File: src/sv/utf8wct_pkg.sv
// utf8wct_pkg: types, constants and helpers for the utf-8 whole-character truncator
// no dependencies; imported by utf8_whole_char_truncator
`default_nettype none

package utf8wct_pkg;

  // size of the destination buffer, terminator included
  localparam int BufferBytes = 4096;
  // byte capacity never exceeds buffer size minus the terminator
  localparam logic [11:0] CapLimit =
    (BufferBytes - 1 < 4095) ? 12'(BufferBytes - 1) : 12'd4095;

  // lead and continuation byte masks
  localparam logic [7:0] AsciiLimit = 8'h80;
  localparam logic [7:0] ContMask   = 8'hC0;
  localparam logic [7:0] ContCode   = 8'h80;
  localparam logic [7:0] Lead2Mask  = 8'hE0;
  localparam logic [7:0] Lead2Code  = 8'hC0;
  localparam logic [7:0] Lead3Mask  = 8'hF0;
  localparam logic [7:0] Lead3Code  = 8'hE0;
  localparam logic [7:0] Lead4Mask  = 8'hF8;
  localparam logic [7:0] Lead4Code  = 8'hF0;

  localparam int CfgIdxW  = 2;
  localparam int CfgDataW = 16;

  // configuration register indexes
  typedef enum logic [CfgIdxW-1:0] {
    CfgMaxBytes   = 2'd0,
    CfgMaxChars   = 2'd1,
    CfgCharLimEn  = 2'd2
  } cfg_idx_e;

  // character length announced by a lead byte; bad leads stand alone
  function automatic logic [2:0] lead_len(input logic [7:0] b);
    logic [2:0] len;
    len = 3'd1;
    if (b < AsciiLimit) len = 3'd1;
    else if ((b & Lead2Mask) == Lead2Code) len = 3'd2;
    else if ((b & Lead3Mask) == Lead3Code) len = 3'd3;
    else if ((b & Lead4Mask) == Lead4Code) len = 3'd4;
    return len;
  endfunction

endpackage

`default_nettype wire

File: src/sv/utf8_whole_char_truncator.sv
// utf8_whole_char_truncator: copies whole utf-8 characters of a zero-terminated stream
// depends on utf8wct_pkg
// path: input register, then burst register; throughput: one byte per cycle while
//   the output is not stalled and each byte gives at most one word; a byte that gives
//   k words (up to 4) holds the single output register until all k words have left
// reset: asynchronous active low; clears all counters and buffers, registers go to
//   max_bytes 4095, max_chars 65535, char limit enabled
`default_nettype none

module utf8_whole_char_truncator (
  input  logic                              clk_i,
  input  logic                              rst_ni,
  // input byte channel
  input  logic                              in_valid_i,
  output logic                              in_stall_o,
  input  logic [7:0]                        byte_value_i,
  // configuration write port
  input  logic                              cfg_we_i,
  input  logic [utf8wct_pkg::CfgIdxW-1:0]   cfg_index_i,
  input  logic [utf8wct_pkg::CfgDataW-1:0]  cfg_wdata_i,
  // result channel
  output logic                              out_valid_o,
  input  logic                              out_stall_i,
  output logic [7:0]                        out_byte_o,
  output logic                              is_terminator_o,
  output logic [11:0]                       chars_copied_o,
  output logic [15:0]                       total_chars_o,
  output logic                              run_last_o
);
  import utf8wct_pkg::*;

  // configuration registers
  logic [11:0] max_bytes_q;
  logic [15:0] max_chars_q;
  logic        char_lim_en_q;
  logic [11:0] cap;

  // input register
  logic        in_valid_q;
  logic [7:0]  in_byte_q;

  // character assembly state
  logic [7:0]  pend_q [3];
  logic [7:0]  pend_d [3];
  logic [1:0]  pcnt_q, pcnt_d;
  logic [2:0]  explen_q, explen_d;
  logic [11:0] bw_q, bw_d;
  logic [11:0] cw_q, cw_d;
  logic [15:0] tot_q, tot_d;
  logic        stop_q, stop_d;

  // output burst register
  logic [7:0]  burst_byte_q [4];
  logic [2:0]  burst_n_q;
  logic [1:0]  burst_idx_q;
  logic        burst_term_q;
  logic [11:0] burst_copied_q;
  logic [15:0] burst_total_q;

  // decode and character step signals
  logic        is_term, is_cont;
  logic [2:0]  lead;
  logic [2:0]  flush_v;
  logic        fin_v;
  logic [2:0]  fin_len;
  logic [7:0]  fin_byte [4];
  logic        slot_v;
  logic [2:0]  slot_len;
  logic [7:0]  slot_byte [4];
  logic [11:0] bw_upd, cw_upd;
  logic [15:0] tot_upd;
  logic        stop_upd;
  logic [7:0]  res_byte [4];
  logic [2:0]  res_n;

  // handshake
  logic        in_accept, advance, out_fire, burst_last;

  // configuration writes
  always_ff @(posedge clk_i or negedge rst_ni) begin
    if (!rst_ni) begin
      max_bytes_q   <= 12'd4095;
      max_chars_q   <= 16'hFFFF;
      char_lim_en_q <= 1'b1;
    end else if (cfg_we_i) begin
      unique case (cfg_index_i)
        CfgMaxBytes:  max_bytes_q   <= cfg_wdata_i[11:0];
        CfgMaxChars:  max_chars_q   <= cfg_wdata_i[15:0];
        CfgCharLimEn: char_lim_en_q <= cfg_wdata_i[0];
        default: ;
      endcase
    end
  end

  assign cap = (max_bytes_q > CapLimit) ? CapLimit : max_bytes_q;

  // handshake control
  assign burst_last  = ({1'b0, burst_idx_q} + 3'd1) == burst_n_q;
  assign out_valid_o = burst_n_q != 3'd0;
  assign out_fire    = out_valid_o && !out_stall_i;
  assign advance     = in_valid_q && ((burst_n_q == 3'd0) || (out_fire && burst_last));
  assign in_stall_o  = in_valid_q && !advance;
  assign in_accept   = in_valid_i && !in_stall_o;

  // input register
  always_ff @(posedge clk_i or negedge rst_ni) begin
    if (!rst_ni) begin
      in_valid_q <= 1'b0;
      in_byte_q  <= 8'h00;
    end else if (in_accept) begin
      in_valid_q <= 1'b1;
      in_byte_q  <= byte_value_i;
    end else if (advance) begin
      in_valid_q <= 1'b0;
    end
  end

  // split the byte into flushed single bytes and at most one finished character
  always_comb begin
    is_term  = in_byte_q == 8'h00;
    is_cont  = (in_byte_q & ContMask) == ContCode;
    lead     = lead_len(in_byte_q);
    flush_v  = 3'b000;
    fin_v    = 1'b0;
    fin_len  = 3'd1;
    for (int i = 0; i < 4; i++) fin_byte[i] = 8'h00;
    for (int i = 0; i < 3; i++) pend_d[i] = pend_q[i];
    pcnt_d   = pcnt_q;
    explen_d = explen_q;
    if (is_term) begin
      // terminator: buffered bytes become single characters
      for (int i = 0; i < 3; i++) flush_v[i] = 2'(i) < pcnt_q;
      for (int i = 0; i < 3; i++) pend_d[i] = 8'h00;
      pcnt_d   = 2'd0;
      explen_d = 3'd0;
    end else if (pcnt_q != 2'd0 && is_cont) begin
      if (({1'b0, pcnt_q} + 3'd1) >= explen_q) begin
        // character complete
        fin_v   = 1'b1;
        fin_len = {1'b0, pcnt_q} + 3'd1;
        for (int i = 0; i < 3; i++) fin_byte[i] = pend_q[i];
        fin_byte[pcnt_q] = in_byte_q;
        pcnt_d   = 2'd0;
        explen_d = 3'd0;
      end else begin
        pend_d[pcnt_q] = in_byte_q;
        pcnt_d         = pcnt_q + 2'd1;
      end
    end else begin
      // broken sequence flushes, then the byte is a fresh lead
      for (int i = 0; i < 3; i++) flush_v[i] = 2'(i) < pcnt_q;
      if (lead == 3'd1) begin
        fin_v       = 1'b1;
        fin_byte[0] = in_byte_q;
        pcnt_d      = 2'd0;
        explen_d    = 3'd0;
      end else begin
        pend_d[0] = in_byte_q;
        pcnt_d    = 2'd1;
        explen_d  = lead;
      end
    end
  end

  // count and copy up to four characters in order
  always_comb begin
    bw_upd   = bw_q;
    cw_upd   = cw_q;
    tot_upd  = tot_q;
    stop_upd = stop_q;
    res_n    = 3'd0;
    slot_v   = 1'b0;
    slot_len = 3'd1;
    for (int i = 0; i < 4; i++) res_byte[i] = 8'h00;
    for (int i = 0; i < 4; i++) slot_byte[i] = 8'h00;
    for (int s = 0; s < 4; s++) begin
      if (s < 3) begin
        slot_v       = flush_v[s];
        slot_len     = 3'd1;
        slot_byte[0] = pend_q[s];
        for (int j = 1; j < 4; j++) slot_byte[j] = 8'h00;
      end else begin
        slot_v   = fin_v;
        slot_len = fin_len;
        for (int j = 0; j < 4; j++) slot_byte[j] = fin_byte[j];
      end
      if (slot_v) begin
        if (tot_upd != 16'hFFFF) tot_upd = tot_upd + 16'd1;
        if (!stop_upd) begin
          if ((char_lim_en_q && ({4'b0, cw_upd} >= max_chars_q)) ||
              (({1'b0, bw_upd} + {10'b0, slot_len}) > {1'b0, cap})) begin
            stop_upd = 1'b1;
          end else begin
            for (int j = 0; j < 4; j++) begin
              if (3'(j) < slot_len) begin
                res_byte[res_n[1:0]] = slot_byte[j];
                res_n = res_n + 3'd1;
              end
            end
            bw_upd = bw_upd + {9'b0, slot_len};
            cw_upd = cw_upd + 12'd1;
          end
        end
      end
    end
    // terminator word closes the burst
    if (is_term) begin
      res_byte[res_n[1:0]] = 8'h00;
      res_n = res_n + 3'd1;
    end
  end

  // counters restart after a terminator
  always_comb begin
    if (is_term) begin
      bw_d   = 12'd0;
      cw_d   = 12'd0;
      tot_d  = 16'd0;
      stop_d = 1'b0;
    end else begin
      bw_d   = bw_upd;
      cw_d   = cw_upd;
      tot_d  = tot_upd;
      stop_d = stop_upd;
    end
  end

  // assembly state registers
  always_ff @(posedge clk_i or negedge rst_ni) begin
    if (!rst_ni) begin
      for (int i = 0; i < 3; i++) pend_q[i] <= 8'h00;
      pcnt_q   <= 2'd0;
      explen_q <= 3'd0;
      bw_q     <= 12'd0;
      cw_q     <= 12'd0;
      tot_q    <= 16'd0;
      stop_q   <= 1'b0;
    end else if (advance) begin
      for (int i = 0; i < 3; i++) pend_q[i] <= pend_d[i];
      pcnt_q   <= pcnt_d;
      explen_q <= explen_d;
      bw_q     <= bw_d;
      cw_q     <= cw_d;
      tot_q    <= tot_d;
      stop_q   <= stop_d;
    end
  end

  // burst register, drained one word per cycle while the output is not stalled
  always_ff @(posedge clk_i or negedge rst_ni) begin
    if (!rst_ni) begin
      burst_n_q      <= 3'd0;
      burst_idx_q    <= 2'd0;
      burst_term_q   <= 1'b0;
      burst_copied_q <= 12'd0;
      burst_total_q  <= 16'd0;
      for (int i = 0; i < 4; i++) burst_byte_q[i] <= 8'h00;
    end else if (advance) begin
      burst_n_q      <= res_n;
      burst_idx_q    <= 2'd0;
      burst_term_q   <= is_term;
      burst_copied_q <= cw_upd;
      burst_total_q  <= tot_upd;
      for (int i = 0; i < 4; i++) burst_byte_q[i] <= res_byte[i];
    end else if (out_fire) begin
      if (burst_last) begin
        burst_n_q   <= 3'd0;
        burst_idx_q <= 2'd0;
      end else begin
        burst_idx_q <= burst_idx_q + 2'd1;
      end
    end
  end

  // result word fields
  assign out_byte_o      = burst_byte_q[burst_idx_q];
  assign is_terminator_o = burst_term_q && burst_last;
  assign chars_copied_o  = is_terminator_o ? burst_copied_q : 12'd0;
  assign total_chars_o   = is_terminator_o ? burst_total_q : 16'd0;
  assign run_last_o      = burst_last;

endmodule

`default_nettype wire

File: config.mk
export PLATFORM = sky130hd
export DESIGN_NAME = utf8_whole_char_truncator
export DESIGN_NICKNAME = d
export VERILOG_FILES = /design/src/sv/utf8wct_pkg.sv /design/src/sv/utf8_whole_char_truncator.sv
export SDC_FILE = /design/constraint.sdc
export NUM_CORES = 1
export LEC_CHECK = 0
export BUFFER_PORTS_ARGS = -buffer_cell sky130_fd_sc_hd__buf_4
export CORE_MARGIN = 2
export CORE_UTILIZATION = 55
export DETAILED_ROUTE_END_ITERATION = 10
export GPL_ROUTABILITY_DRIVEN = 0
export GPL_TIMING_DRIVEN = 0
export PLACE_DENSITY = 0.72
export SKIP_LAST_GASP = 1
export SYNTH_ARGS = -nofsm -noshare
export SYNTH_HDL_FRONTEND = slang
export SYNTH_SLANG_ARGS = --single-unit
File: constraint.sdc
create_clock -name clk_i -period 34.7 [get_ports clk_i]
set_input_delay 1.735 -clock clk_i [delete_from_list [all_inputs] [get_ports clk_i]]
set_output_delay 1.735 -clock clk_i [all_outputs]
set_load 0.005 [all_outputs]
==> results of run 1 <==
[area by class of cell]
class | instances | area (µm²) | share of cell area
Buffer | 130 | 571 | 0.0296
Clock buffer | 19 | 453 | 0.0235
Clock inverter | 13 | 120 | 0.00623
Inverter | 89 | 337 | 0.0175
Multi-Input combinational cell | 1806 | 12400 | 0.640
Sequential cell | 174 | 4390 | 0.228
Tap cell | 402 | 503 | 0.0261
Timing Repair Buffer | 71 | 561 | 0.0291
[synthesized netlist by cell type, drive strengths merged, types with 8 or more instances]
master / instances / share of area
nand2: 320 / 0.068
o21ai: 150 / 0.043
dfrtp: 145 / 0.21
nand3: 140 / 0.041
ha: 131 / 0.093
nor2: 121 / 0.026
xnor2: 121 / 0.062
clkbuf: 88 / 0.019
inv: 88 / 0.019
a21oi: 87 / 0.025
and3: 60 / 0.022
mux2: 58 / 0.037
xor2: 49 / 0.024
o211ai: 44 / 0.019
buf: 42 / 0.014
nor3: 39 / 0.011
a21o: 37 / 0.016
nand2b: 32 / 0.011
and2: 30 / 0.011
dfstp: 29 / 0.043
mux2i: 28 / 0.016
nor4: 26 / 0.010
a22o: 24 / 0.012
nand4: 24 / 0.0085
o221ai: 22 / 0.012
a211oi: 18 / 0.0086
a31oi: 18 / 0.0067
nor2b: 18 / 0.0064
a22oi: 16 / 0.0068
a32o: 16 / 0.0091
o31ai: 14 / 0.0060
or3: 12 / 0.0043
o22ai: 11 / 0.0039
a31o: 9 / 0.0045
o311ai: 9 / 0.0045
a211o: 8 / 0.0040
mux4: 8 / 0.010
[report_power, final]
group          switching, mW  internal [mW]  total [mW]
clock network         0.0966         0.0986       0.195
logic                  0.607          0.311       0.918
registers             0.0433          0.255       0.298
total                  0.747          0.665        1.41
[through the flow]
step,hold slack (ps),total power [mW],cell area [µm²],instances,util
global placement,457,1.15,18700,2671,0.592
floorplan,438,0.895,17700,2199,-
global route,506,1.50,19300,2704,0.611
finish,483,1.41,19300,2704,0.611
CTS,481,1.38,19300,2704,0.611
detailed placement,464,1.18,18700,2672,0.593
[layer usage]
| layer | vias up | GRT usage | share of wire | wire length, µm |
|---|---|---|---|---|
| li1 | 8169 | - | - | - |
| met3 | 175 | 0.0709 | 0.095 | 5590 |
| met2 | 946 | 0.551 | 0.44 | 25900 |
| met1 | 8522 | 0.478 | 0.43 | 25100 |
| met5 | - | 0 | 0 | 0 |
| met4 | 0 | 0.136 | 0.039 | 2290 |
[worst reg2reg max path: cells and delay by family (launching register included)]
kind	cells	cell delay (ps)
simple gates	29	7460
buf+inv	14	5230
compound gates	20	4790
fa+ha+maj	8	2390
xor+xnor	5	1040
mux	2	690
flops	1	330
[layout by cell type, fill, tap and decap left out, types with 12 or more instances in the layout]
| cell type | instances |
|---|---|
| buf_4 | 72 |
| nor2b_1 | 18 |
| buf_2 | 15 |
| nand3_1 | 137 |
| a31oi_1 | 17 |
| clkbuf_1 | 88 |
| dfrtp_1 | 145 |
| o31ai_1 | 14 |
| xnor2_1 | 119 |
| clkbuf_16 | 17 |
| nand4_1 | 24 |
| nand2b_1 | 32 |
| a32o_1 | 16 |
| and3_1 | 59 |
| nand2_1 | 320 |
| nor3_1 | 39 |
| o211ai_1 | 43 |
| or3_1 | 12 |
| o221ai_1 | 21 |
| mux2_2 | 57 |
| buf_1 | 17 |
| and2_1 | 29 |
| o21ai_0 | 139 |
| a21o_1 | 37 |
| nor4_1 | 24 |
| a211oi_1 | 16 |
| inv_1 | 87 |
| nor2_1 | 117 |
| dfstp_2 | 29 |
| a21oi_1 | 84 |
| a22o_1 | 24 |
| mux2i_1 | 27 |
| ha_1 | 131 |
| xor2_1 | 49 |
| a22oi_1 | 16 |
[sequential cells by signal, indices dropped and copies added, names as in the netlist, 2 cells and up]
name and count:
burst_copied_q 12, burst_byte_q 32, max_bytes_q 12, tot_q 16, burst_n_q 3, burst_idx_q 2, burst_total_q 16, pcnt_q 2
cw_q 12, pend_q 24, max_chars_q 16, bw_q 12, explen_q 3, in_byte_q 8
[kinds of logic (layout without fill, tap and decap cells)]
group | after synthesis | after routing | share of synthesized area
AOI/OAI and AO/OA | 548 | 548 | 0.215
adders and majority gates | 134 | 134 | 0.0951
DFF | 174 | 174 | 0.249
muxes | 94 | 94 | 0.0635
buffers and inverters | 219 | 322 | 0.0514
and+or+nand+nor | 856 | 856 | 0.235
xor gates and xnor gates | 174 | 174 | 0.0909
[final timing paths]
kind,endpoint,cells after the start,start,slack [ps]
worst max-delay path,burst_byte_q[0],78,bw_q[4],12660
min in group asynchronous,burst_copied_q[5],1,rst_ni,1220
worst max register to register,burst_byte_q[0],78,bw_q[4],12660
worst min-delay path,burst_total_q[15],2,burst_total_q[15],480
worst min register to register,burst_total_q[15],2,burst_total_q[15],480
max in group asynchronous,burst_byte_q[19],2,rst_ni,32540
==> flow_summary_export.csv, run 1 <==
group,metric,value,unit
timing,relSlewSlack,0.294,
setup_path,cp_slowest_cell,"clkbuf_1",
final_layout,syn2layout_area_growth,9.27,%
route,drt_wl_total,58800,µm
floorplan,core_area,0.0316,mm²
setup_path,crit_top_cell,"nand2_1",
clock_network,htreeDepth,4,
route,vias,17800,
global_route,antenna_found_initial,0,
place,port_buffers,70,
synth,syn_inst,2199,
synth,syn-mean-instance-area,8.03,µm²
clock_network,cts_resized,0,
route,viasPerCell,6.59,
synth,syn_nets,2362,
route,postRouteAntennaNets,0,
floorplan,die_x,183,µm
place,dp.final_hpwl,46000,µm
setup_path,crit_path_end_kind,"register",
power,p_per_area,73.2,mW/mm²
synth,ys_ff_latch,174,
setup_path,cp.required,35040,ps
global_route,grt_usage,0.351,
timing,fin_crit,22040,ps
setup_path,cpPeakStageDelay,660,ps
timing,rsz0062_at_grt,"no",
final_layout,fill_cells,2845,
final_layout,diodes,0,
power,max-vdd-ir-drop,0.0675,mV
clock_network,cts_inserted_buffers,17,
clock_network,clkLatencyLatePin,460,ps
job,maxCapViolCount,0,
clock_network,clkSinkCount,174,
timing,slew_violations,0,
power,p_leak,8.25,nW
synth,seq_area_frac_synth,0.249,
timing,finalSetupViolCount,0,
floorplan,initial_core_util,0.559,
floorplan,ios,71,
timing,fin_crit_sh,0.635,
timing,layout_setup_ws,12660,ps
outcome,status,"completed",
synth,synth_enable_flop_cells,0,
global_route,gr-total-overflow,0,
route,drt_iter0_markers,2238,
setup_path,cp.buffers_inverters,14,
setup_path,critPathKind,"reg2reg",
hold_path,worstHoldPathType,"reg2reg",
timing,final_hold_viol_count,0,
setup_path,path_max_fanout,10,
place,dp_slack,13520,ps
floorplan,die-area,0.0335,mm²
timing,max_clock_freq,45.4,MHz
route,drc,0,
final_layout,drive_gt1_frac,0.116,
route,wl_per_cell,21.7,µm
global_route,grt_pass1_wl,92300,µm
synth,syn_area,0.0177,mm²
synth,synth_flop_cell,"dfrtp_1",
clock_network,ctsHoldBuffers,0,
timing,skew,13.9,ps
global_route,grt_pass1_vias,16900,
final_layout,layout.nets,2452,
synth,synth.distinct_cells,103,
timing,tns,0,ps
clock_network,clock_path_buffers,2,
floorplan,fp.dieH,183,µm
synth,yosys_warnings,0,
route,drtPass1Iterations,7,
clock_network,clk_pin_slew_worst_paths,70,ps
clock_network,cts_setup_buffers,0,
clock_network,cts-root-buf,"clkbuf_16",
synth,postSynth.asyncResetShare,1.00,
floorplan,rows,65,
global_route,grt_max_degree,115,
setup_path,cp_top_family,"simple AND/OR/NAND/NOR gates",
setup_path,worstPathArrival,22390,ps
setup_path,cp-start-kind,"register",
clock_network,tritoncts,"yes",
timing,worst_slew_pin_slew,1060,ps
No activity file was read; power rests on OpenSTA's default activity.
==> run 2, diff against run 1 <==
Settings changed: PLACE_DENSITY 0.72 to 0.75.
Clock period 34.7 ns to 19.9 ns, I/O delays scaled along.
==> flow_summary_export.csv, run 2 (synthesis gave the netlist of run 1 again) <==
group,metric,value,unit
final_layout,drive_gt1_frac,0.124,
setup_path,worstPathArrival,19430,ps
global_route,grt_pass1_wl,91800,µm
floorplan,initial_core_util,0.559,
timing,slew_violations,0,
clock_network,clk_pin_slew_worst_paths,70,ps
setup_path,cp.buffers_inverters,13,
setup_path,cp-start-kind,"register",
global_route,grt_max_degree,95,
route,postRouteAntennaNets,0,
final_layout,mostFrequentLayoutCell,"nand2_1",
power,p_per_area,128,mW/mm²
final_layout,layout.nets,2453,
route,wl_per_cell,21.7,µm
hold_path,min_from,"burst_total_q[3]",
final_layout,syn2layout_area_growth,9.84,%
place,port_buffers,70,
hold_path,worstHoldPathType,"reg2reg",
global_route,met1_usage,0.469,
setup_path,crit_path_end_kind,"register",
job,maxCapViolCount,0,
global_route,antenna_found_initial,0,
route,drt_iter0_markers,2333,
global_route,gr-max-usage-layer,"met2",
final_layout,largest_reg_flops,32,
power,power,2.47,mW
timing,max_clock_freq,52.4,MHz
route,vias,18000,
floorplan,fp.dieH,183,µm
timing,fin_hold_ws,473,ps
outcome,status,"completed",
global_route,use_met3,0.0653,
setup_path,cp_slowest_cell,"buf_1",
hold_path,min_path_cells,2,
timing,worst_slew_pin_slew,982,ps
global_route,gr-total-overflow,0,
setup_path,crit_top_cell,"a21o_1",
clock_network,clkLatencyLatePin,460,ps
route,drtPass1Iterations,8,
clock_network,htreeDepth,4,
setup_path,path_max_fanout,19,
global_route,grt_pass1_vias,17100,
setup_path,cpPeakStageDelay,540,ps
setup_path,critPathKind,"reg2reg",
floorplan,ios,71,
timing,fin_crit_sh,0.959,
route,drc,0,
timing,fin_crit,19080,ps
place,dp.final_hpwl,45800,µm
global_route,grtUsageMet2,0.547,
clock_network,clkSinkCount,174,
timing,relSlewSlack,0.345,
global_route,grt_usage,0.348,
floorplan,die_x,183,µm
final_layout,diodes,0,
setup_path,r2r-start,"bw_q[4]",
setup_path,r2r_cells,81,
floorplan,core_area,0.0316,mm²
final_layout,final_cell_mix,"nand2_1, dfrtp_1, o21ai_0",
route,viasPerCell,6.66,
timing,final_hold_viol_count,0,
floorplan,die-area,0.0335,mm²
timing,skew,12.9,ps
final_layout,top_register,"burst_byte_q",
setup_path,r2r_slack,820,ps
clock_network,tritoncts,"yes",
setup_path,r2r-end,"burst_byte_q[0]",
clock_network,clock_path_buffers,2,
setup_path,cp_top_family,"simple AND/OR/NAND/NOR gates",
clock_network,cts_inserted_buffers,17,
final_layout,top_regs,"burst_byte_q (32), pend_q (24)",
power,max-vdd-ir-drop,0.104,mV
floorplan,rows,65,
setup_path,cp.required,20250,ps
route,drt_wl_total,58600,µm
clock_network,cts-root-buf,"clkbuf_16",
hold_path,min_to,"burst_total_q[3]",
power,p_leak,8.31,nW
timing,finalSetupViolCount,0,
==> run 2: cell count changes in the layout (fill, tap and decap cells not counted), moves of 2 or more <==
cell,change
buf_1,-4
buf_4,+3
clkbuf_1,-4
clkbuf_2,+4
clkbuf_8,-2
nor3_1,-2
==> run 2: how the worst max path moves through the flow <==
stage                        from               to  slack, ps  depth (start not counted)
after CTS                 bw_q[4]  burst_byte_q[0]        120                         79
after global placement    bw_q[4]  burst_byte_q[0]       -840                         80
after floorplan           bw_q[4]  burst_byte_q[0]       3400                         82
after global routing      bw_q[3]  burst_byte_q[0]         -6                         82
final                     bw_q[4]  burst_byte_q[0]        820                         81
after detailed placement  bw_q[4]  burst_byte_q[0]       -960                         80
==> run 2: area by class of cell <==
cell class / instances / area [µm²]
Multi-Input combinational cell: 1806 / 12400
Buffer: 128 / 573
Inverter: 89 / 337
Sequential cell: 174 / 4390
Tap cell: 402 / 503
Timing Repair Buffer: 74 / 583
Fill cell: 2796 / 12200
Clock buffer: 17 / 425
Clock inverter: 15 / 154
==> run 2: tightest hold or removal path, delay by kind of cell (launching register included) <==
family | cells | cell delay, ps
flip-flops | 1 | 340
AND/OR/NAND/NOR | 2 | 100
==> run 2: what timing repair did <==
item / 4_1_cts / 5_1_grt
buffers inserted: 0 / 3
gates resized for setup: 7 / 15
hold buffers: 0 / 0
endpoints found under the setup margin: 34 / 34
pin swaps: 0 / 1
==> run 2: power breakdown <==
part | leakage (nW) | internal [mW] | switching [mW]
sequential | 2.24 | 0.444 | 0.0761
clock | 0.281 | 0.177 | 0.163
combinational | 5.79 | 0.547 | 1.07
total | 8.31 | 1.17 | 1.31
==> run 2: metrics by stage <==
step / std cells / TNS [ps] / cell area, µm² / worst slack [ps] / utilization
final: 2705 / 0 / 19400 / 817 / 0.614
after global routing: 2705 / -6.00 / 19400 / -6.00 / 0.614
after CTS: 2703 / 0 / 19300 / 124 / 0.612
after detailed placement: 2672 / -13990 / 18700 / -958 / 0.593
after global placement: 2671 / -9180 / 18700 / -840 / 0.592
after floorplan: 2199 / 0 / 17700 / 3400 / -
==> run 2: per-layer routing <==
metal,part of all wire,up-vias
li1,-,8177
met1,0.42,8576
met2,0.44,1062
met3,0.10,201
met4,0.044,0
met5,0,-
==> run 3, diff against run 2 <==
Settings changed: CTS_BUF_LIST from default to sky130_fd_sc_hd__clkbuf_2 sky130_fd_sc_hd__clkbuf_4 sky130_fd_sc_hd__clkbuf_8.
==> flow_summary_export.csv, run 3 (synthesis gave the netlist of run 1 again) <==
group,metric,value,unit
outcome,status,"completed",
place,dp_cells,2672,
final_layout,drive_gt1_frac,0.124,
global_route,grt_pass1_wl,91600,µm
power,p_leak,8.22,nW
global_route,grt_pass1_vias,17100,
timing,fin_crit,19130,ps
clock_network,clkSinkCount,174,
route,drt_wl_total,58400,µm
route,wl_per_cell,21.6,µm
final_layout,top_regs,"burst_byte_q (32), pend_q (24)",
timing,final_hold_viol_count,0,
setup_path,worstPathArrival,19520,ps
timing,slew_violations,0,
setup_path,r2r-start,"bw_q[4]",
global_route,grt_max_degree,95,
route,wirelength_met1,24200,µm
place,port_buffers,70,
hold_path,worstHoldPathType,"in2async",
setup_path,crit_start,"bw_q[4]",
final_layout,fin_cells,2706,
route,topRoutingLayerUsed,"met5",
floorplan,ios,71,
route,route.met2.wl,25400,µm
setup_path,crit_path_end_kind,"register",
floorplan,die_x,183,µm
setup_path,path_max_fanout,19,
route,wl_met3,5870,µm
power,max-vdd-ir-drop,0.0872,mV
job,maxCapViolCount,0,
route,vias,18000,
final_layout,final_cell_mix,"nand2_1, dfrtp_1, o21ai_0",
timing,skew,19.8,ps
global_route,gr-total-overflow,0,
clock_network,clk_pin_slew_worst_paths,110,ps
power,p_per_area,124,mW/mm²
setup_path,cpPeakStageDelay,550,ps
setup_path,crit_top_cell,"a21o_1",
timing,fin_crit_sh,0.961,
setup_path,cp_slowest_cell,"buf_1",
timing,tns,0,ps
setup_path,cp-start-kind,"register",
floorplan,fp.dieH,183,µm
global_route,grt_usage,0.347,
global_route,antenna_found_initial,1,
floorplan,core_area,0.0316,mm²
setup_path,cp.required,20290,ps
place,dp.final_hpwl,45800,µm
route,drt_iter0_markers,2266,
timing,layout_setup_ws,773,ps
final_layout,mostFrequentLayoutCell,"nand2_1",
floorplan,initial_core_util,0.559,
clock_network,cts-root-buf,"clkbuf_8",
final_layout,top_register,"burst_byte_q",
clock_network,clock_path_buffers,2,
route,postRouteAntennaNets,0,
clock_network,ctsHoldBuffers,0,
floorplan,rows,65,
route,drtPass1Iterations,9,
timing,max_clock_freq,52.3,MHz
route,drc,0,
clock_network,cts_inserted_buffers,17,
clock_network,htreeDepth,4,
timing,relSlewSlack,0.341,
clock_network,tritoncts,"yes",
power,power,2.39,mW
timing,worst_slew_pin_slew,989,ps
final_layout,syn2layout_area_growth,8.77,%
place,dp_slack,-958,ps
final_layout,layout.nets,2453,
floorplan,die-area,0.0335,mm²
setup_path,critPathKind,"reg2reg",
route,viasPerCell,6.64,
final_layout,largest_reg_flops,32,
clock_network,clkLatencyLatePin,510,ps
timing,finalSetupViolCount,0,
-- run 3: changes by cell type in the layout (fill, tap and decap cells not counted), sizes merged --
cell / previous run / this run
diode: 0 / 1
-- run 3: path summary, 6_finish.rpt --
path                                endpoint  slack, ps  depth (start not counted)
min in group clk_i         burst_copied_q[0]        480                          2
max in group asynchronous          tot_q[13]      18560                          2
max reg2reg                  burst_byte_q[0]        770                         81
max                          burst_byte_q[0]        770                         81
min                                  bw_q[5]        480                          1
min reg2reg                burst_copied_q[0]        480                          2
-- run 3: routing by layer --
layer,vias up,global-route usage
met5,-,0
li1,8170,-
met2,1106,0.539
met3,200,0.0695
met1,8502,0.466
met4,2,0.163
-- run 3: where the power goes --
| group | switching (mW) | internal (mW) |
|---|---|---|
| combinational | 1.07 | 0.546 |
| clock | 0.152 | 0.103 |
| sequential | 0.0760 | 0.444 |
| total | 1.30 | 1.09 |
-- run 3: metrics by stage --
stage          hold WS, ps  instance area [µm²]  utilization
2_1_floorplan          438                17700            -
3_3_place_gp           458                18700        0.592
3_5_place_dp           460                18700        0.593
4_1_cts                480                19100        0.606
5_1_grt                506                19200        0.608
6_report               479                19200        0.608
-- run 3: worst max-delay path: cells and delay by family (launching register included) --
family | cells | cell delay (ps)
muxes | 1 | 280
DFF | 1 | 330
buffers and inverters | 13 | 3420
adders and majority gates | 7 | 2120
AOI/OAI and AO/OA | 28 | 5770
and+or+nand+nor | 29 | 6490
xor gates and xnor gates | 3 | 530
-- run 3: layout make-up --
cell class | instances | area (µm²)
multi-input cells | 1806 | 12400
fillers | 2816 | 12400
flip-flops and latches | 174 | 4390
repair buffers | 74 | 583
plain buffers | 128 | 573
well taps | 402 | 503
inverters | 89 | 337
clock buffers | 17 | 234
clock inverters | 15 | 154
diodes | 1 | 2.50
-- run 3: what timing repair did --
item,4_1_cts,5_1_grt
buffers inserted,0,3
pin swaps,0,1
endpoints found under the setup margin,33,34
cloned,0,0
resized for setup,7,15
